<file path="src/rtl/core/flood_forward_filter_unit_macros.svh">
// ----------------------------------------------------------------------------
// flood forward filter assertion macros
// Concurrent check wrappers; defining NO_ASSERTIONS removes every check.
// ----------------------------------------------------------------------------
`ifndef FLOOD_FORWARD_FILTER_UNIT_MACROS_SVH
`define FLOOD_FORWARD_FILTER_UNIT_MACROS_SVH
`ifndef NO_ASSERTIONS
// check that holds outside reset
`define FFU_ASSERT(name, prop, msg) \
  name: assert property (@(posedge clk) disable iff (rst) prop) else $error(msg);
// check that holds at every edge, reset included
`define FFU_ASSERT_ALWAYS(name, prop, msg) \
  name: assert property (@(posedge clk) prop) else $error(msg);
`else
`define FFU_ASSERT(name, prop, msg)
`define FFU_ASSERT_ALWAYS(name, prop, msg)
`endif
`endif

</file>
<file path="src/rtl/core/ffu_pkg.sv">
// ----------------------------------------------------------------------------
// ffu_pkg
// Shared widths, codes, reset values and control structs of the flood filter.
// ----------------------------------------------------------------------------
package ffu_pkg;

  localparam int SEEN_DEPTH_DEF     = 32;
  localparam int NEIGHBOR_DEPTH_DEF = 20;

  localparam int CALL_W     = 56;
  localparam int ID_W       = 16;
  localparam int HOP_W      = 8;
  localparam int SIG_W      = 9;
  localparam int TIME_W     = 32;
  localparam int PREF_W     = 5;
  localparam int CNT_OUT_W  = 5;
  localparam int VERD_W     = 3;
  localparam int CFG_IDX_W  = 2;
  localparam int CFG_DATA_W = 32;

  // verdict codes
  localparam logic [VERD_W-1:0] VERD_FWD     = 3'd0;
  localparam logic [VERD_W-1:0] VERD_DUP     = 3'd1;
  localparam logic [VERD_W-1:0] VERD_HOP     = 3'd2;
  localparam logic [VERD_W-1:0] VERD_WEAK    = 3'd3;
  localparam logic [VERD_W-1:0] VERD_NOTPREF = 3'd4;
  localparam logic [VERD_W-1:0] VERD_CLEAN   = 3'd5;

  // register indexes
  localparam logic [CFG_IDX_W-1:0] REG_MIN_RSSI = 2'd0;
  localparam logic [CFG_IDX_W-1:0] REG_PREF     = 2'd1;
  localparam logic [CFG_IDX_W-1:0] REG_TIMEOUT  = 2'd2;

  // register reset values
  localparam logic signed [SIG_W-1:0] MIN_RSSI_RST = -9'sd105;
  localparam logic [PREF_W-1:0]       PREF_RST     = 5'd3;
  localparam logic [TIME_W-1:0]       TIMEOUT_RST  = 32'd60000;

  // controller to datapath
  typedef struct packed {
    logic load;
    logic nbr_scan;
    logic seen_write;
    logic nbr_write;
    logic finish;
  } cmd_t;

  // datapath to controller
  typedef struct packed {
    logic scan_done;
    logic dup;
    logic cleanup;
    logic out_busy;
  } stat_t;

endpackage

</file>
<file path="src/rtl/core/ffu_ctrl.sv">
// ----------------------------------------------------------------------------
// ffu_ctrl
// Sequencer: seen/cleanup scan, neighbor scan, table writes, result hand-off.
// ----------------------------------------------------------------------------
module ffu_ctrl (
  input  logic           clk,
  input  logic           rst,
  input  logic           in_valid,
  output logic           in_ready,
  input  ffu_pkg::stat_t stat,
  output ffu_pkg::cmd_t  cmd
);

  typedef enum logic [1:0] {
    ST_IDLE,
    ST_FIRST,
    ST_NBR,
    ST_FIN
  } state_t;

  state_t state;
  state_t state_next;

  // command decode
  always_comb begin
    cmd        = '0;
    state_next = state;
    unique case (state)
      ST_IDLE: begin
        if (in_valid && in_ready) begin
          cmd.load   = 1'b1;
          state_next = ST_FIRST;
        end
      end
      ST_FIRST: begin
        if (stat.scan_done) begin
          if (stat.cleanup || stat.dup) begin
            state_next = ST_FIN;
          end else begin
            cmd.seen_write = 1'b1;
            cmd.nbr_scan   = 1'b1;
            state_next     = ST_NBR;
          end
        end
      end
      ST_NBR: begin
        if (stat.scan_done) begin
          cmd.nbr_write = 1'b1;
          state_next    = ST_FIN;
        end
      end
      ST_FIN: begin
        if (!stat.out_busy) begin
          cmd.finish = 1'b1;
          state_next = ST_IDLE;
        end
      end
      default: state_next = ST_IDLE;
    endcase
  end

  // state and ready
  always_ff @(posedge clk) begin
    if (rst) begin
      state    <= ST_IDLE;
      in_ready <= 1'b1;
    end else begin
      state    <= state_next;
      in_ready <= (state_next == ST_IDLE);
    end
  end

endmodule

</file>
<file path="config.mk">
export PLATFORM = sky130hd
export DESIGN_NAME = ffu_ctrl
export DESIGN_NICKNAME = d
export VERILOG_FILES = /design/src/rtl/core/flood_forward_filter_unit_macros.svh /design/src/rtl/core/ffu_pkg.sv /design/src/rtl/core/ffu_ctrl.sv
export SDC_FILE = /design/constraint.sdc
export NUM_CORES = 1
export LEC_CHECK = 0
export BUFFER_PORTS_ARGS = -buffer_cell sky130_fd_sc_hd__buf_4
export CELL_PAD_IN_SITES_DETAIL_PLACEMENT = 1
export CELL_PAD_IN_SITES_GLOBAL_PLACEMENT = 1
export CORE_AREA = 3 3 40 42
export CTS_BUF_LIST = sky130_fd_sc_hd__clkbuf_16
export CTS_CLUSTER_SIZE = 25
export DETAILED_ROUTE_END_ITERATION = 7
export DIE_AREA = 0 0 43 45
export PLACE_DENSITY = 0.51
export SETUP_SLACK_MARGIN = 0.4
export SLEW_MARGIN = 20
export SYNTH_ARGS = -nofsm -noshare
export SYNTH_HDL_FRONTEND = slang
export SYNTH_SLANG_ARGS = --single-unit
</file>
<file path="constraint.sdc">
create_clock -name clk -period 1.25 [get_ports clk]
set_input_delay 0.1875 -clock clk [delete_from_list [all_inputs] [get_ports clk]]
set_output_delay 0.1875 -clock clk [all_outputs]
set_load 0.05 [all_outputs]
</file>
==> results of run 1 <==
[final timing paths]
kind	from	end	slack [ns]	cells past startpoint
min	rst	state[1]	0.15	2
max	state[1]	cmd[4]	-0.11	3
min reg2reg	state[0]	state[1]	0.54	2
max reg2reg	state[0]	in_ready	0.08	4
[layout by cell type, fill, tap and decap left out, types with 2 or more instances in the layout]
cell       synthesis  layout
buf_4              1       9
o21ai_2            0       2
clkbuf_16          0       3
buf_8              0       3
buf_6              0       3
dfxtp_4            0       2
[worst register-to-register path, cell delays in order, from the launching register on]
cell	delay, ns
dfxtp_4	0.35
buf_4	0.13
mux2_4	0.31
a21oi_4	0.15
a31o_1	0.17
[per-layer routing]
metal	routed length, um	up-vias	track usage
met1	221	98	0.07434
met2	326	11	0.1018
li1	-	108	-
met5	0	-	0
met3	63	3	0.03984
met4	19	0	0.07229
[power by group through the flow]
stage	Combinational [mW]	Clock, mW	Sequential, mW
floorplan	0.145	0	0.176
global placement	0.246	0	0.148
detailed placement	0.249	0	0.149
CTS	0.298	0.510	0.153
global route	0.346	0.524	0.156
finish	0.332	0.498	0.151
[registers in the layout, summed over array words and instances, names as in the netlist]
| name | flops |
|---|---|
| state | 2 |
| in_ready | 1 |
[what timing repair did]
action                                  in CTS  in global routing
endpoints found under the setup margin       9                  9
gates resized for setup                     13                  4
buffers inserted                             1                  1
hold buffers                                 0                  0
pin swaps                                    2                  1
[cell type report]
class	instances	area, um^2
multi-input cells	14	163.9
well taps	15	18.77
flip-flops and latches	3	68.82
fillers	146	804.5
repair buffers	15	146.4
clock inverters	1	3.754
clock buffers	3	75.07
inverters	1	3.754
[cell families (layout without fill, tap and decap cells)]
logic type / after synthesis / in the layout / share of synthesized area
DFF: 3 / 3 / 0.3333
buffers and inverters: 2 / 20 / 0.06250
muxes: 1 / 1 / 0.08331
and+or+nand+nor: 7 / 7 / 0.2917
AOI/OAI and AO/OA: 6 / 6 / 0.2291
==> impl_results.md, run 1 <==
* Violated checks: setup timing
* Psw at 0.2804 mW
* Final worst-path setup slack at -0.1055 ns
* Internal power at 0.7010 mW
* Comb power frac at 0.338
* Worst setup EP type: output pin
* TritonCTS Sinks at 3
* Lkg Pwr at 0.2000 nW
* Top post-synthesis cells by area: dfxtp_1, mux2_4, and4bb_1
* Worst-margin pin slew at 0.2618 ns
* Core area at 1285 um^2
* First-pass DRT Iterations at 2
* Gr usage total at 0.07232
* Sequential area share after synthesis at 0.3333
* Site row count at 13
* Post-place setup slack at 0.06490 ns
* Placed inst area at 327.8 um^2
* Slew Limit Fails at 0
* CTS tree: built
* Share of cells above drive strength 1 at 0.8649
* WL final at 630 um
* Average size of a mapped cell at 9.483 um^2
* Clock slew seen by the registers of the worst setup and hold paths at 0.03 ns
* Leading area contributor after synthesis: dfxtp_1
* Final setup viols at 3
* Sw Share at 0.2857
* Crit-path max cell delay at 0.34 ns
* Synth top area share at 0.3333
* Crit path max fanout at 6
* #FFs+latches synth at 3
* Final min period at 1.355 ns
* Max Fclk at 737.8 MHz
* Unrepaired setup endpoints after global routing: yes
* Post-synth EDFFs at 0
* Crit path DAT at 1.17 ns
* Most numerous cell in the Yosys netlist: dfxtp_1
* Area Growth Syn to Fin at 166.7%
* Layout Nets at 45
* Cell Area, Synth at 180.2 um^2
* Initial antenna violation count at 0
* WL per Instance at 12.12 um
* CP top delay family: simple AND/OR/NAND/NOR gates
* Setup TNS at -0.2704 ns
* Final period utilization at 1.084
* Skew-Pair Late Insertion Delay at 0.22 ns
* Starting Density at 0.1402
* Cell Chain, Critical Path: buf_4 -> and4bb_4 -> buf_8
* Distinct cells, synth at 17
* CTS root buf: clkbuf_16
* Max transition margin at 0.8247
* Hold Path Class: primary input to flip-flop
* Synthesized Nets at 26
* Final total power at 0.9815 mW
* Mapped Cells at 19
* Pwr/cell area at 2043 nW/um^2
* CP bufs+invs at 2
* Final Instance Area at 480.5 um^2
* Die Span X at 43 um
* CP startpoint kind: flip-flop
* DR iter-0 viols at 1
* Main flop type after synthesis: dfxtp_1
* Ys async rst share at 0
* Clock power share at 0.507
* First-pass GRT wire length at 938 um
* Number of global-route vias before repair at 219
* Worst Path Required at 1.06 ns
* # IOs at 13
* Die Span Y at 45 um
* Crit Path Class: flip-flop to output pin
* GP Congestion at 0.7117
* Synth warnings at 0
* Final hold slack at 0.1514 ns
* Post-route DRC at 0
* Largest net degree at the start of global routing at 7
* Vias at 220
* Status: finished, violations left
* Detailed Place HPWL at 484.8 um
* Full die area at 1935 um^2
* Max Cap Violations at 0
* Placed insts at 46
* CTS max path bufs at 2
* Port bufs at 12
* Final Non-Filler Cells at 52
* Peak VDD IR at 0.8518 mV
* Final Hold Fails at 0
* Share of power burned in registers at 0.154
* TritonCTS buffer count at 3
* CTS H-tree lvls at 1
* Vias per cell at 4.231
* Crit-path slowest cell: and4bb_4
* ANT cells at 0
* Grt ovf at 0
* Utilization after layout at 0.3739
* Setup Skew at 0.002327 ns
* Final ANT Viol Nets at 0
Power figures use the tool's default switching activity.
==> run 2, diff against run 1 <==
--- a/config.mk
+++ b/config.mk
@@ -15,6 +15,7 @@
 export DIE_AREA = 0 0 43 45
 export PLACE_DENSITY = 0.51
 export SETUP_SLACK_MARGIN = 0.4
+export SKIP_LAST_GASP = 1
 export SLEW_MARGIN = 20
 export SYNTH_ARGS = -nofsm -noshare
 export SYNTH_HDL_FRONTEND = slang
==> constraint.sdc (replaced) <==
create_clock -name clk -period 1.25 [get_ports clk]
set_input_delay 0.1875 -clock clk [delete_from_list [all_inputs] [get_ports clk]]
set_output_delay 0.1875 -clock clk [all_outputs]
set_load 0.005 [all_outputs]
==> impl_results.md, run 2 (synthesis gave the netlist of run 1 again) <==
* Status: finished, violations left
* Violated checks: setup timing
* Pwr/cell area at 1904 nW/um^2
* Max reg flops at 2
* Layout Nets at 46
* Max Fclk at 789.5 MHz
* Commonest non-fill, non-tap cell in the layout: buf_4
* Worst setup EP type: output pin
* CP Depth at 3
* CTS max path bufs at 2
* Hold path depth at 2
* Share of power burned in registers at 0.170
* Setup Skew at 0.0004007 ns
* R2R cell count at 4
* Largest net degree at the start of global routing at 6
* Hold Path Class: primary input to flip-flop
* Gr usage total at 0.07398
* Starting Density at 0.1402
* Clock power share at 0.563
* Crit path max fanout at 3
* Worst Path Required at 1.06 ns
* FILL cells at 149
* Commonest cells after routing, fill and taps aside: buf_4, buf_6, clkbuf_16
* Max Cap Violations at 0
* Crit-path max cell delay at 0.34 ns
* Initial antenna violation count at 0
* Max transition margin at 0.8501
* Die Span Y at 45 um
* Psw at 0.1961 mW
* CP top delay family: simple AND/OR/NAND/NOR gates
* Post-route DRC at 0
* Port bufs at 12
* Grt ovf at 0
* Die Span X at 43 um
* WL per Instance at 11.94 um
* Final period utilization at 1.013
* Slew Limit Fails at 0
* # IOs at 13
* ANT cells at 0
* Cell Chain, Critical Path: nand2b_4 -> nor4b_4 -> buf_4
* Share of cells above drive strength 1 at 0.8158
* Internal power at 0.6830 mW
* Final setup viols at 4
* Full die area at 1935 um^2
* Comb power frac at 0.266
* CTS root buf: clkbuf_16
* CP startpoint kind: flip-flop
* Site row count at 13
* Top flop regs: state (2), in_ready (1)
* Final ANT Viol Nets at 0
* Unrepaired setup endpoints after global routing: yes
* GP Congestion at 0.7403
* Lkg Pwr at 0.1990 nW
* Vias at 221
* CTS H-tree lvls at 1
* Area Growth Syn to Fin at 156.2%
* Peak VDD IR at 0.6769 mV
* First-pass GRT wire length at 1021 um
* Final hold slack at 0.1467 ns
* Core area at 1285 um^2
* Crit-path slowest cell: dfxtp_4
* Final worst-path setup slack at -0.01669 ns
* Skew-Pair Late Insertion Delay at 0.22 ns
* Critical path origin: state[1]
* First-pass DRT Iterations at 2
* Placed inst area at 309.0 um^2
* Vias per cell at 4.170
* Reg with most FFs: state
* Worst-margin pin slew at 0.2233 ns
* Final Instance Area at 461.7 um^2
* TritonCTS Sinks at 3
* TritonCTS buffer count at 3
* Clock slew seen by the registers of the worst setup and hold paths at 0.03 ns
* DR iter-0 viols at 1
* Number of global-route vias before repair at 242
* Crit Path Class: flip-flop to output pin
* CTS tree: built
* CP bufs+invs at 1
* WL final at 633 um
* Crit path DAT at 1.08 ns
* RR Startpoint: state[0]
* Sw Share at 0.2230
* Final min period at 1.267 ns
* Final Hold Fails at 0
* Hold Startpoint: rst
* Detailed Place HPWL at 445.4 um
[run 2: changes by cell type in the layout (fill, tap and decap cells not counted), sizes merged]
cell  previous run  this run
buf             15        16
[run 2: what timing repair did]
action                                  4_1_cts  5_1_grt
resized for setup                             6        7
hold buffers                                  0        0
pin swaps                                     3        2
buffers inserted                              2        2
endpoints found under the setup margin        9        9
gates cloned                                  0        0
[run 2: cell type report]
type	count	area (um^2)	share of cell area
clock inverter	1	3.754	0.008130
inverter	1	3.754	0.008130
sequential	3	68.82	0.1491
multi-input combinational	14	156.4	0.3388
tap	15	18.77	0.04065
timing repair buffer	16	135.1	0.2927
clock buffer	3	75.07	0.1626
[run 2: layer usage]
metal | up-vias | GRT usage | share of wire
met5 | - | 0 | 0
met4 | 0 | 0.07229 | 0
met3 | 0 | 0.01992 | 0.070
met2 | 8 | 0.1228 | 0.56
met1 | 105 | 0.07434 | 0.37
li1 | 108 | - | -
[run 2: path summary, 6_finish.rpt]
kind                            endpoint  slack [ns]
worst max-delay path              cmd[2]       -0.02
worst min-delay path            state[1]        0.15
worst max register to register  in_ready        0.15
worst min register to register  state[1]        0.54
[run 2: power groups by stage]
| stage | sequential (mW) | clock [mW] | combinational (mW) |
|---|---|---|---|
| global route | 0.154 | 0.520 | 0.252 |
| global placement | 0.150 | 0 | 0.150 |
| CTS | 0.148 | 0.505 | 0.190 |
| floorplan | 0.146 | 0 | 0.0878 |
| detailed placement | 0.150 | 0 | 0.151 |
| finish | 0.150 | 0.495 | 0.234 |
[run 2: stage by stage]
stage            util  power, mW  cells  setup WS [ns]  setup TNS, ns
6_report       0.3593     0.8790     53       -0.01669       -0.04800
5_1_grt        0.3593     0.9263     53       -0.06208        -0.1809
4_1_cts        0.3301     0.8433     51       -0.03446       -0.06883
3_5_place_dp   0.2405     0.3007     45         0.1272              0
3_3_place_gp   0.2405     0.3000     45         0.1340              0
2_1_floorplan       -     0.2336     19         0.1490              0
==> run 3, diff against run 2 <==
--- a/config.mk
+++ b/config.mk
@@ -5,7 +5,6 @@
 export SDC_FILE = /design/constraint.sdc
 export NUM_CORES = 1
 export LEC_CHECK = 0
-export BUFFER_PORTS_ARGS = -buffer_cell sky130_fd_sc_hd__buf_4
 export CELL_PAD_IN_SITES_DETAIL_PLACEMENT = 1
 export CELL_PAD_IN_SITES_GLOBAL_PLACEMENT = 1
 export CORE_AREA = 3 3 40 42
@@ -13,7 +12,8 @@
 export CTS_CLUSTER_SIZE = 25
 export DETAILED_ROUTE_END_ITERATION = 7
 export DIE_AREA = 0 0 43 45
-export PLACE_DENSITY = 0.51
+export DONT_BUFFER_PORTS = 1
+export PLACE_DENSITY = 0.39
 export SETUP_SLACK_MARGIN = 0.4
 export SKIP_LAST_GASP = 1
 export SLEW_MARGIN = 20
==> impl_results.md, run 3 (synthesis gave the netlist of run 1 again) <==
* Status: complete, no violations
* Commonest cells after routing, fill and taps aside: clkbuf_16, buf_4, dfxtp_4
* Starting Density at 0.1402
* Post-CTS Hold Buffers at 0
* Vias per cell at 4.650
* CTS tree: built
* Area Growth Syn to Fin at 87.50%
* Clock slew seen by the registers of the worst setup and hold paths at 0.03 ns
* Final total power at 0.7959 mW
* Full die area at 1935 um^2
* Reg area at 67.56 um^2
* # IOs at 13
* Max Cap Violations at 0
* Max Fclk at 850.0 MHz
* CTS root buf: clkbuf_16
* Number of global-route vias before repair at 217
* Die Span X at 43 um
* CTS H-tree lvls at 1
* Peak VDD IR at 0.4420 mV
* Lkg Pwr at 0.1299 nW
* R2R cell count at 5
* RR Startpoint: state[1]
* Max reg flops at 2
* Die Span Y at 45 um
* Pwr/cell area at 2356 nW/um^2
* Crit path DAT at 0.99 ns
* Final setup viols at 0
* Setup TNS at 0 ns
* Detailed Place HPWL at 389.9 um
* Grt ovf at 0
* Share of cells above drive strength 1 at 0.6000
* Top flop regs: state (2), in_ready (1)
* First-pass GRT wire length at 931 um
* Unrepaired setup endpoints after global routing: yes
* Layout Nets at 33
* WL per Instance at 13.55 um
* Setup Skew at 0.001376 ns
* Max transition margin at 0.8244
* TritonCTS buffer count at 3
* Worst setup EP type: output pin
* CP startpoint kind: flip-flop
* CP Capture Point: cmd[3]
* Critical path origin: state[1]
* Area of the multi-input gates at 143.9 um^2
* Largest net degree at the start of global routing at 8
* Port bufs at 0
* Hold Path Class: primary input to flip-flop
* Gr usage total at 0.07398
* GP Congestion at 0.6132
* Reg with most FFs: state
* Site row count at 13
* Post-route DRC at 0
* Slew Limit Fails at 0
* Reg2Reg Capture Point: state[0]
* FILL cells at 151
* Worst-margin pin slew at 0.2623 ns
* Skew-Pair Late Insertion Delay at 0.22 ns
* Final Hold Fails at 0
* Initial antenna violation count at 0
* Crit Path Class: flip-flop to output pin
* WL final at 542 um
* First-pass DRT Iterations at 1
* CTS max path bufs at 2
* Final min period at 1.176 ns
* Vias at 186
* Core area at 1285 um^2
* Final period utilization at 0.9411
* Flop-to-flop setup slack at 0.14 ns
* ANT cells at 0
* Worst Path Required at 1.06 ns
* DR iter-0 viols at 0
* Final ANT Viol Nets at 0
* TritonCTS Sinks at 3
* Crit path max fanout at 7
[run 3: cell types whose count changed in the layout (fill, tap and decap cells not counted)]
cell | before | now
buf_4 | 12 | 3
dfxtp_1 | 0 | 1
a21oi_2 | 1 | 0
inv_4 | 0 | 1
dfxtp_2 | 1 | 0
o21ai_2 | 1 | 0
a21oi_1 | 0 | 1
and3_1 | 0 | 1
and3_4 | 1 | 0
inv_1 | 2 | 1
o21ai_0 | 0 | 1
buf_6 | 4 | 0
[run 3: power breakdown]
part,switching [mW],total [mW],internal [mW]
clock network,0.0859,0.498,0.412
logic,0.0569,0.143,0.0861
registers,0.0317,0.155,0.123
total,0.174,0.796,0.622
[run 3: routing by layer]
layer  wire (um)  part of all wire  vias to the layer above  GRT usage
met4          42             0.077                        0     0.1265
met1         210              0.39                       83    0.08153
met3          99              0.18                        4    0.02390
li1            -                 -                       83          -
met2         189              0.35                       16    0.08383
met5           0                 0                        -          0
[run 3: final cells by class]
type / count / area share
flip-flops and latches: 3 / 0.2000
well taps: 15 / 0.05556
multi-input cells: 14 / 0.4259
inverters: 1 / 0.01852
clock buffers: 3 / 0.2222
repair buffers: 3 / 0.06667
clock inverters: 1 / 0.01111
[run 3: what timing repair did]
action,CTS,global route
buffers inserted,2,1
pin swaps,5,2
endpoints found under the setup margin,8,8
endpoints found under the hold margin,0,0
gates resized for setup,1,5
[run 3: worst min path at each step]
stage	endpoint	slack, ns	from	cells past startpoint
5_1_grt	state[1]	0.03	rst	1
4_1_cts	state[1]	0.02	rst	1
2_1_floorplan	state[1]	0.25	rst	1
6_report	state[1]	0.02	rst	1
3_3_place_gp	state[1]	0.25	rst	1
3_5_place_dp	state[1]	0.26	rst	1
[run 3: worst max-delay path, stage by stage, from the launching register on]
cell      delay [ns]
dfxtp_4         0.35
nand2b_4        0.15
nor4b_4         0.27
[run 3: through the flow]
step,util,setup WS [ns],cells,instance area [um^2],hold slack [ns]
floorplan,-,0.1490,19,207.7,0.2492
global placement,0.1704,0.2134,33,219.0,0.2545
detailed placement,0.1704,0.1927,33,219.0,0.2558
CTS,0.2454,0.05686,39,315.3,0.02350
global route,0.2629,0.02166,40,337.8,0.02638
finish,0.2629,0.07357,40,337.8,0.02441
