$ cat config.mk
export PLATFORM = sky130hd
export DESIGN_NAME = ffu_dp
export DESIGN_NICKNAME = d
export VERILOG_FILES = /design/src/rtl/core/flood_forward_filter_unit_macros.svh /design/src/rtl/core/ffu_pkg.sv /design/src/rtl/core/ffu_ram.sv /design/src/rtl/core/ffu_dp.sv
export SDC_FILE = /design/constraint.sdc
export NUM_CORES = 2
export LEC_CHECK = 0
export ABC_CLOCK_PERIOD_IN_PS = 9210
export BUFFER_PORTS_ARGS = -buffer_cell sky130_fd_sc_hd__buf_2
export CAP_MARGIN = 10
export CORE_ASPECT_RATIO = 2
export CORE_MARGIN = 3
export CORE_UTILIZATION = 67
export DETAILED_ROUTE_END_ITERATION = 12
export HOLD_SLACK_MARGIN = 0.05
export MAX_ROUTING_LAYER = met4
export PLACE_DENSITY = 0.82
export REMOVE_ABC_BUFFERS = 1
export SLEW_MARGIN = 20
export SYNTH_ARGS = -nofsm -noshare
export SYNTH_HDL_FRONTEND = slang
export SYNTH_MEMORY_MAX_BITS = 65536
export SYNTH_SLANG_ARGS = --single-unit
$ cat constraint.sdc
create_clock -name clk -period 9.21 [get_ports clk]
set_input_delay 0.4605 -clock clk [delete_from_list [all_inputs] [get_ports clk]]
set_output_delay 0.4605 -clock clk [all_outputs]
set_load 0.005 [all_outputs]
$ cat src/rtl/core/flood_forward_filter_unit_macros.svh
// ----------------------------------------------------------------------------
// flood forward filter assertion macros
// Concurrent check wrappers; defining NO_ASSERTIONS removes every check.
// ----------------------------------------------------------------------------
`ifndef FLOOD_FORWARD_FILTER_UNIT_MACROS_SVH
`define FLOOD_FORWARD_FILTER_UNIT_MACROS_SVH
`ifndef NO_ASSERTIONS
// check that holds outside reset
`define FFU_ASSERT(name, prop, msg) \
  name: assert property (@(posedge clk) disable iff (rst) prop) else $error(msg);
// check that holds at every edge, reset included
`define FFU_ASSERT_ALWAYS(name, prop, msg) \
  name: assert property (@(posedge clk) prop) else $error(msg);
`else
`define FFU_ASSERT(name, prop, msg)
`define FFU_ASSERT_ALWAYS(name, prop, msg)
`endif
`endif

$ cat src/rtl/core/ffu_pkg.sv
// ----------------------------------------------------------------------------
// ffu_pkg
// Shared widths, codes, reset values and control structs of the flood filter.
// ----------------------------------------------------------------------------
package ffu_pkg;

  localparam int SEEN_DEPTH_DEF     = 32;
  localparam int NEIGHBOR_DEPTH_DEF = 20;

  localparam int CALL_W     = 56;
  localparam int ID_W       = 16;
  localparam int HOP_W      = 8;
  localparam int SIG_W      = 9;
  localparam int TIME_W     = 32;
  localparam int PREF_W     = 5;
  localparam int CNT_OUT_W  = 5;
  localparam int VERD_W     = 3;
  localparam int CFG_IDX_W  = 2;
  localparam int CFG_DATA_W = 32;

  // verdict codes
  localparam logic [VERD_W-1:0] VERD_FWD     = 3'd0;
  localparam logic [VERD_W-1:0] VERD_DUP     = 3'd1;
  localparam logic [VERD_W-1:0] VERD_HOP     = 3'd2;
  localparam logic [VERD_W-1:0] VERD_WEAK    = 3'd3;
  localparam logic [VERD_W-1:0] VERD_NOTPREF = 3'd4;
  localparam logic [VERD_W-1:0] VERD_CLEAN   = 3'd5;

  // register indexes
  localparam logic [CFG_IDX_W-1:0] REG_MIN_RSSI = 2'd0;
  localparam logic [CFG_IDX_W-1:0] REG_PREF     = 2'd1;
  localparam logic [CFG_IDX_W-1:0] REG_TIMEOUT  = 2'd2;

  // register reset values
  localparam logic signed [SIG_W-1:0] MIN_RSSI_RST = -9'sd105;
  localparam logic [PREF_W-1:0]       PREF_RST     = 5'd3;
  localparam logic [TIME_W-1:0]       TIMEOUT_RST  = 32'd60000;

  // controller to datapath
  typedef struct packed {
    logic load;
    logic nbr_scan;
    logic seen_write;
    logic nbr_write;
    logic finish;
  } cmd_t;

  // datapath to controller
  typedef struct packed {
    logic scan_done;
    logic dup;
    logic cleanup;
    logic out_busy;
  } stat_t;

endpackage

$ cat src/rtl/core/ffu_ram.sv
// ----------------------------------------------------------------------------
// ffu_ram
// Single port RAM with registered read data.
// ----------------------------------------------------------------------------
module ffu_ram #(
  parameter int WIDTH = 8,
  parameter int DEPTH = 16
) (
  input  logic                     clk,
  input  logic                     we,
  input  logic [$clog2(DEPTH)-1:0] addr,
  input  logic [WIDTH-1:0]         wdata,
  output logic [WIDTH-1:0]         rdata
);

  logic [WIDTH-1:0] mem [DEPTH];

  // read first: read data is registered and shows the old contents during a write
  always_ff @(posedge clk) begin
    if (we) begin
      mem[addr] <= wdata;
    end
    rdata <= mem[addr];
  end

endmodule

$ cat src/rtl/core/ffu_dp.sv
// ----------------------------------------------------------------------------
// ffu_dp
// Datapath: config registers, seen cache and neighbor table, scan and result.
// ----------------------------------------------------------------------------
module ffu_dp #(
  parameter int SEEN_DEPTH     = ffu_pkg::SEEN_DEPTH_DEF,
  parameter int NEIGHBOR_DEPTH = ffu_pkg::NEIGHBOR_DEPTH_DEF
) (
  input  logic                                  clk,
  input  logic                                  rst,
  input  logic                                  cfg_valid,
  input  logic [ffu_pkg::CFG_IDX_W-1:0]         cfg_index,
  input  logic [ffu_pkg::CFG_DATA_W-1:0]        cfg_data,
  input  logic                                  mode,
  input  logic [ffu_pkg::CALL_W-1:0]            src_call,
  input  logic [ffu_pkg::ID_W-1:0]              message_id,
  input  logic [ffu_pkg::HOP_W-1:0]             hop_limit,
  input  logic signed [ffu_pkg::SIG_W-1:0]      signal_dbm,
  input  logic [ffu_pkg::TIME_W-1:0]            time_ms,
  output logic                                  out_valid,
  input  logic                                  out_ready,
  output logic [ffu_pkg::VERD_W-1:0]            verdict,
  output logic [ffu_pkg::HOP_W-1:0]             hop_out,
  output logic [ffu_pkg::CNT_OUT_W-1:0]         stronger_count,
  input  ffu_pkg::cmd_t                         cmd,
  output ffu_pkg::stat_t                        stat
);

  localparam int SW    = $clog2(SEEN_DEPTH);
  localparam int NW    = $clog2(NEIGHBOR_DEPTH);
  localparam int IW    = (SW > NW) ? SW : NW;
  localparam int CW    = $clog2(NEIGHBOR_DEPTH + 1);
  localparam int SEEN_W = ffu_pkg::CALL_W + ffu_pkg::ID_W;
  localparam int NBR_W  = ffu_pkg::CALL_W + ffu_pkg::SIG_W + ffu_pkg::TIME_W;

  // config registers
  logic signed [ffu_pkg::SIG_W-1:0] min_rssi;
  logic [ffu_pkg::PREF_W-1:0]       pref;
  logic [ffu_pkg::TIME_W-1:0]       timeout;

  // captured word
  logic                             mode_q;
  logic [ffu_pkg::CALL_W-1:0]       call_q;
  logic [ffu_pkg::ID_W-1:0]         id_q;
  logic [ffu_pkg::HOP_W-1:0]        hop_q;
  logic signed [ffu_pkg::SIG_W-1:0] sig_q;
  logic [ffu_pkg::TIME_W-1:0]       time_q;

  // valid bits and ring pointer
  logic [SEEN_DEPTH-1:0]     seen_valid;
  logic [NEIGHBOR_DEPTH-1:0] nbr_valid;
  logic [SW-1:0]             seen_ptr;

  // scan control
  logic          scan_on;
  logic          scan_seen;
  logic [IW-1:0] idx;
  logic [IW-1:0] last_idx;
  logic          chk_on;
  logic          chk_last;
  logic [IW-1:0] chk_idx;
  logic          done;

  // scan accumulators
  logic                     dup;
  logic                     match;
  logic [NW-1:0]            match_idx;
  logic                     free;
  logic [NW-1:0]            free_idx;
  logic [NW-1:0]            old_idx;
  logic [ffu_pkg::TIME_W-1:0] old_stamp;
  logic                     old_str;
  logic [CW-1:0]            stronger;

  // memory ports
  logic              seen_we;
  logic [SW-1:0]     seen_addr;
  logic [SEEN_W-1:0] seen_q;
  logic              nbr_we;
  logic [NW-1:0]     nbr_addr;
  logic [NW-1:0]     nbr_tgt;
  logic [NBR_W-1:0]  nbr_q;

  // entry fields
  logic [ffu_pkg::CALL_W-1:0]       e_call;
  logic signed [ffu_pkg::SIG_W-1:0] e_rssi;
  logic [ffu_pkg::TIME_W-1:0]       e_stamp;
  logic [ffu_pkg::TIME_W-1:0]       e_age;
  logic                             e_valid;
  logic                             e_str;

  // final rank
  logic [CW-1:0] rank;
  logic          is_out_busy;

  assign e_call  = nbr_q[NBR_W-1 -: ffu_pkg::CALL_W];
  assign e_rssi  = $signed(nbr_q[ffu_pkg::TIME_W +: ffu_pkg::SIG_W]);
  assign e_stamp = nbr_q[ffu_pkg::TIME_W-1:0];
  assign e_age   = time_q - e_stamp;
  assign e_valid = nbr_valid[chk_idx[NW-1:0]];
  assign e_str   = (e_rssi > sig_q);

  assign seen_we   = cmd.seen_write;
  assign seen_addr = seen_we ? seen_ptr : idx[SW-1:0];
  assign nbr_we    = cmd.nbr_write;
  assign nbr_tgt   = match ? match_idx : (free ? free_idx : old_idx);
  assign nbr_addr  = nbr_we ? nbr_tgt : idx[NW-1:0];
  assign rank      = stronger - CW'(!match && !free && old_str);

  assign is_out_busy   = out_valid && !out_ready;
  assign stat.scan_done = done;
  assign stat.dup       = dup;
  assign stat.cleanup   = mode_q;
  assign stat.out_busy  = is_out_busy;

  ffu_ram #(.WIDTH(SEEN_W), .DEPTH(SEEN_DEPTH)) u_seen_ram (
    .clk   (clk),
    .we    (seen_we),
    .addr  (seen_addr),
    .wdata ({call_q, id_q}),
    .rdata (seen_q)
  );

  ffu_ram #(.WIDTH(NBR_W), .DEPTH(NEIGHBOR_DEPTH)) u_nbr_ram (
    .clk   (clk),
    .we    (nbr_we),
    .addr  (nbr_addr),
    .wdata ({call_q, sig_q, time_q}),
    .rdata (nbr_q)
  );

  // config writes
  always_ff @(posedge clk) begin
    if (rst) begin
      min_rssi <= ffu_pkg::MIN_RSSI_RST;
      pref     <= ffu_pkg::PREF_RST;
      timeout  <= ffu_pkg::TIMEOUT_RST;
    end else if (cfg_valid) begin
      unique case (cfg_index)
        ffu_pkg::REG_MIN_RSSI: min_rssi <= $signed(cfg_data[ffu_pkg::SIG_W-1:0]);
        ffu_pkg::REG_PREF:     pref     <= cfg_data[ffu_pkg::PREF_W-1:0];
        ffu_pkg::REG_TIMEOUT:  timeout  <= cfg_data[ffu_pkg::TIME_W-1:0];
        default: ;
      endcase
    end
  end

  // input word capture
  always_ff @(posedge clk) begin
    if (cmd.load) begin
      call_q <= src_call;
      id_q   <= message_id;
      hop_q  <= hop_limit;
      sig_q  <= signal_dbm;
      time_q <= time_ms;
    end
  end

  // scan issue, check stage, table updates
  always_ff @(posedge clk) begin
    if (rst) begin
      mode_q     <= 1'b0;
      seen_valid <= '0;
      nbr_valid  <= '0;
      seen_ptr   <= '0;
      scan_on    <= 1'b0;
      scan_seen  <= 1'b0;
      idx        <= '0;
      last_idx   <= '0;
      chk_on     <= 1'b0;
      chk_last   <= 1'b0;
      chk_idx    <= '0;
      done       <= 1'b0;
      dup        <= 1'b0;
      match      <= 1'b0;
      match_idx  <= '0;
      free       <= 1'b0;
      free_idx   <= '0;
      old_idx    <= '0;
      old_stamp  <= '0;
      old_str    <= 1'b0;
      stronger   <= '0;
    end else begin
      // scan finished once the last entry is checked
      done <= chk_on && chk_last;
      // start of a scan
      if (cmd.load || cmd.nbr_scan) begin
        scan_on   <= 1'b1;
        idx       <= '0;
        dup       <= 1'b0;
        match     <= 1'b0;
        free      <= 1'b0;
        stronger  <= '0;
        old_idx   <= '0;
        old_str   <= 1'b0;
        old_stamp <= '0;
      end
      if (cmd.load) begin
        mode_q    <= mode;
        scan_seen <= !mode;
        last_idx  <= mode ? IW'(NEIGHBOR_DEPTH - 1) : IW'(SEEN_DEPTH - 1);
      end
      if (cmd.nbr_scan) begin
        scan_seen <= 1'b0;
        last_idx  <= IW'(NEIGHBOR_DEPTH - 1);
      end
      // read issue
      chk_on <= scan_on;
      if (scan_on) begin
        chk_idx  <= idx;
        chk_last <= (idx == last_idx);
        idx      <= idx + 1'b1;
        if (idx == last_idx) begin
          scan_on <= 1'b0;
        end
      end
      // check stage on registered read data
      if (chk_on) begin
        if (scan_seen) begin
          if (seen_valid[chk_idx[SW-1:0]] && (seen_q == {call_q, id_q})) begin
            dup <= 1'b1;
          end
        end else if (mode_q) begin
          if (e_valid && (e_age > timeout)) begin
            nbr_valid[chk_idx[NW-1:0]] <= 1'b0;
          end
        end else begin
          if (e_valid) begin
            if (e_call == call_q) begin
              match     <= 1'b1;
              match_idx <= chk_idx[NW-1:0];
            end else if (e_str) begin
              stronger <= stronger + 1'b1;
            end
          end else if (!free) begin
            free     <= 1'b1;
            free_idx <= chk_idx[NW-1:0];
          end
          // oldest stamp, lowest index on ties
          if ((chk_idx == '0) || (e_stamp < old_stamp)) begin
            old_idx   <= chk_idx[NW-1:0];
            old_stamp <= e_stamp;
            old_str   <= e_str;
          end
        end
      end
      // seen cache ring write
      if (seen_we) begin
        seen_valid[seen_ptr] <= 1'b1;
        seen_ptr <= (seen_ptr == SW'(SEEN_DEPTH - 1)) ? '0 : seen_ptr + 1'b1;
      end
      if (nbr_we) begin
        nbr_valid[nbr_tgt] <= 1'b1;
      end
    end
  end

  // result word register
  always_ff @(posedge clk) begin
    if (rst) begin
      out_valid <= 1'b0;
    end else if (cmd.finish) begin
      out_valid <= 1'b1;
    end else if (out_ready) begin
      out_valid <= 1'b0;
    end
  end

  always_ff @(posedge clk) begin
    if (cmd.finish) begin
      hop_out        <= hop_q;
      stronger_count <= '0;
      if (mode_q) begin
        verdict <= ffu_pkg::VERD_CLEAN;
      end else if (dup) begin
        verdict <= ffu_pkg::VERD_DUP;
      end else if (hop_q <= ffu_pkg::HOP_W'(1)) begin
        verdict <= ffu_pkg::VERD_HOP;
      end else if (sig_q < min_rssi) begin
        verdict <= ffu_pkg::VERD_WEAK;
      end else begin
        stronger_count <= ffu_pkg::CNT_OUT_W'(rank);
        if (32'(rank) < 32'(pref)) begin
          verdict <= ffu_pkg::VERD_FWD;
          hop_out <= hop_q - 1'b1;
        end else begin
          verdict <= ffu_pkg::VERD_NOTPREF;
        end
      end
    end
  end

endmodule

==> run summary <==
Across every metal layer, demand over resource in global routing totals 40.0%. The number of gates resized after CTS came out at 0. The cell that appears most often on the critical path is a21o_1. TritonCTS built the clock tree. Setup repair after global routing left no endpoint under its margin. The initial antenna violation count came out at 20. The first detailed-routing pass ran for 11 iterations. The worst hold path belongs to the class primary input to register.

The number of setup buffers added after CTS is 0. The final HPWL from detailed placement came out at 243 mm. The critical path ends at nbr_valid[19]$_SDFF_PP0_. After detailed placement, the design holds a cell count of 11.9k.

Across all layers, the routed design uses 97.0k vias. The layout filler cell count came out at 12.8k. Overall power consumption after layout is estimated at 43.9 mW. The summed negative setup slack over all endpoints came out at 0 ps. The post-placement cell area came out at 185000 um2.

The number of cells in the finished layout apart from fillers came out at 12.8k. The number of placed I/O pins came out at 186. The count of pins over their slew limit came to 0. Measured in cells, the most critical reg-to-reg path has a length of 18.

The largest net degree at the start of global routing came out at 175. The worst path in the final design needs a cycle of 6730 ps, including I/O delays and setup. The number of sinks on the clock net is 4727. The predominant post-synthesis flop cell is edfxtp_1. The die is 371 um wide. In the finished design, the share of the clock period the worst path needs comes to 73.1%. The count of synthesis-stage warnings from yosys came out at 0. The number of nets in the layout came out at 9288.

The worst path arrival time came out at 7580 ps. In this run the tightest slew margin relative to its limit is 17.4%. The fraction of layout cells with a size suffix above 1 is 23.6%. The reg-to-reg setup timing slack came out at 2480 ps. Relative to the synthesized area, the layout overhead comes to 11.6%. Setup violations remaining at the end of the flow were counted as 0. The core area came out at 265000 um2. The register area share after synthesis came out at 77.4%.

The die span in y is 737 um. The residual overflow from global routing came out at 0. The number of enable flip-flop cells after synthesis is 4381. The total clock buffers created by CTS came out at 383.

Across all hold checks on the routed design, the worst slack comes to 119 ps. For the worst-skew pair, the clock arrives at the later sink with an insertion delay of 970 ps. The site row count came out at 267. The number of nets with antenna violations after detailed routing came out at 0. The largest fanout of any net on the critical path is 21. The slack of the critical path is 2480 ps. The wire length per cell after detailed routing came out at 40.7 um. The number of H-tree levels came out at 5. The first-pass GRT wire length came out at 735 mm.

The post-route DRC violation count came out at 0. The data required time of the critical path came out at 10060 ps. The pre-CTS setup slack is 2760 ps. The path type of the worst setup path is register to register. Summed over all instances, the cell type with the most area after synthesis is edfxtp_1. CTS placed an instance of clkbuf_16 at the clock tree root. For this block, the routed nets add up to 523 mm of wire. The flow ran to the end, and the final reports show no timing, DRC or antenna violations. The async set-reset flop share out of synthesis came out at 0%. The final estimated routing congestion in global placement came out at 0.928.

The startpoint of the lowest-slack register-to-register path is time_q[3]$_DFFE_PP_. After synthesis, the netlist uses 73 different library cells. Synthesis inferred 4727 register bits. The mapped netlist covers 179000 um2. The die footprint came out at 274000 um2. The number of global-route vias before repair is 99.3k. The critical path goes through ha_1 > a21o_1 > a21oi_1 > a21oi_1 > nor3_1 > o21ai_0 > a21o_1 > a21oi_1 > xnor2_1 > ha_1 > a21o_1 > a21o_1 > a21oi_2 > nand4b_1 > a221oi_1 > nor2_1 > and3_4 > a311oi_1. The worst setup path is captured at a register. For this run, the top clock speed supported by timing is 149 MHz. After detailed routing, the number of vias per cell comes to 7.56.

The final hold violation count came out at 0. The count of buffers added on input and output ports is 185. The clock-pin transition on the worst setup and hold timing paths is 70 ps. The max-capacitance violation count is 0. The detailed router finished its first iteration with 15.8k violations. The worst register-to-register path ends at nbr_valid[19]$_SDFF_PP0_. The mean area per synthesized cell came out at 21.2 um2. The maximum cell stage delay along the critical path came out at 1000 ps. In this run the worst setup path begins at time_q[3]$_DFFE_PP_. The clock skew is 68.4 ps. The top cell type's share of synthesized area is 73.5%.

The synthesized instance count came out at 8444. The initial cell density of the core came out at 67.5%. The transition at the pin with the smallest max-transition slack came out at 1240 ps.

The clock passes through at most 4 buffers. In this run the power density over the cells is 220 nW/um2. Cells fill 75.3% of the core in the end. The reported leakage power is 63.4 nW. By area the synthesized netlist is led by edfxtp_1 (73%), mux4_2 (13%), dfxtp_1 (3.9%). The worst-case IR drop observed on VDD is 0.154 mV.

The kind of start point of the critical path is a register. On the critical path, the stage with the largest delay is an instance of a221oi_1. The finished layout cell area came out at 200000 um2. The number of hold-repair buffers added at the cts stage is 165.
-- synthesized netlist by cell type (9+ instances only) --
cell type and count:
edfxtp_1 4381, mux4_2 1066, a22oi_1 428, dfxtp_1 346, nand2_1 238, nor2_1 207
clkbuf_1 196, buf_2 175, inv_1 161, nand3_1 160, a21oi_1 159, ha_1 126
xor2_1 89, mux2i_1 84, nand4_1 83, xnor2_1 68, nand2b_1 51, a21o_1 46
o21ai_0 45, buf_1 37, nor2b_1 27, nor3_1 26, nor4_1 25, o211a_1 23
a311oi_1 19, a211o_1 15, and2_1 10, o21ai_1 10, or3_1 10, mux4_1 9
-- flip-flops by register name (all words and copies together), names as in the netlist, 32 cells and up --
signal	count
time_q	32
u_seen_ram.mem	2304
u_seen_ram.rdata	72
timeout	32
seen_valid	32
u_nbr_ram.mem	1940
old_stamp	32
call_q	56
u_nbr_ram.rdata	97
-- layout make-up --
class | instances | area [um2] | share of cell area (%)
clock buffers | 486 | 10400 | 5.21
clock inverters | 223 | 2500 | 1.25
inverters | 162 | 693 | 0.347
diodes | 20 | 50.0 | 0.0251
flip-flops and latches | 4727 | 138000 | 69.3
well taps | 3497 | 4380 | 2.19
repair buffers | 588 | 4670 | 2.34
multi-input cells | 3134 | 38600 | 19.3
-- report_power, final --
group | total (mW) | internal (mW) | switching [mW]
combinational | 2.55 | 0.951 | 1.60
sequential | 24.1 | 23.8 | 0.263
clock | 17.3 | 9.36 | 7.89
-- cell usage in the layout (no fill, tap or decap), types with 14 or more instances in the layout --
master,synthesis,final
a211o_1,15,15
a21o_1,46,46
a21oi_1,159,157
a22oi_1,428,428
a311oi_1,19,19
buf_12,0,14
buf_2,175,183
buf_4,7,217
bufinv_16,0,45
clkbuf_1,196,65
clkbuf_16,0,390
clkbuf_8,0,30
clkinv_1,1,42
clkinv_2,0,71
clkinv_4,0,17
clkinvlp_4,0,24
dfxtp_1,346,346
diode_2,0,20
dlygate4sd3_1,0,165
edfxtp_1,4381,4381
ha_1,126,126
inv_1,161,145
inv_6,0,26
mux2i_1,84,83
mux4_2,1066,1066
nand2_1,238,238
nand2b_1,51,51
nand3_1,160,160
nand4_1,83,83
nor2_1,207,162
nor2_4,0,45
nor2b_1,27,26
nor3_1,26,25
nor4_1,25,21
o211a_1,23,23
o21ai_0,45,44
xnor2_1,68,67
xor2_1,89,87
-- worst min path at each step --
stage                                            from                     endpoint  slack (ps)  cells past startpoint
after floorplan                 chk_last$_SDFFE_PP0P_              done$_SDFF_PP0_         410                      2
after global placement    seen_valid[10]$_SDFFE_PP0P_  seen_valid[10]$_SDFFE_PP0P_         440                      2
after detailed placement     timeout[16]$_SDFFE_PP0P_     timeout[16]$_SDFFE_PP0P_         450                      2
after CTS                                   cfg_valid         pref[0]$_SDFFE_PP1P_          60                      3
after global routing                        cfg_valid         pref[0]$_SDFFE_PP1P_         120                      3
final                                          cmd[2]     seen_ptr[1]$_SDFFE_PP0P_         120                      3
-- per-layer routing --
metal  vias to the layer above  part of all wire (%)  global-route usage [%]
li1                      36100                     -                       -
met5                         -                     0                       -
met1                     48900                    29                    45.1
met4                         0                   9.3                    30.9
met2                      9608                    50                    62.7
met3                      2431                    12                    8.50
-- worst max-delay path: cells and delay by family (launching register included) --
kind	cells	cell delay, ps
xor+xnor	1	140
simple gates	4	1550
flops	1	760
fa+ha+maj	2	680
compound gates	11	3510
-- cell families after synthesis --
| logic type | synth area share [%] |
|---|---|
| multiplexers | 14.1 |
| XOR/XNOR | 0.768 |
| flip-flops | 77.4 |
| AO/OA/AOI/OAI | 3.14 |
| AND/OR/NAND/NOR | 2.38 |
| adder cells (fa/ha/maj) | 0.892 |
| buffers and inverters | 1.38 |
Note: power is estimated with default switching activity, not from simulation.
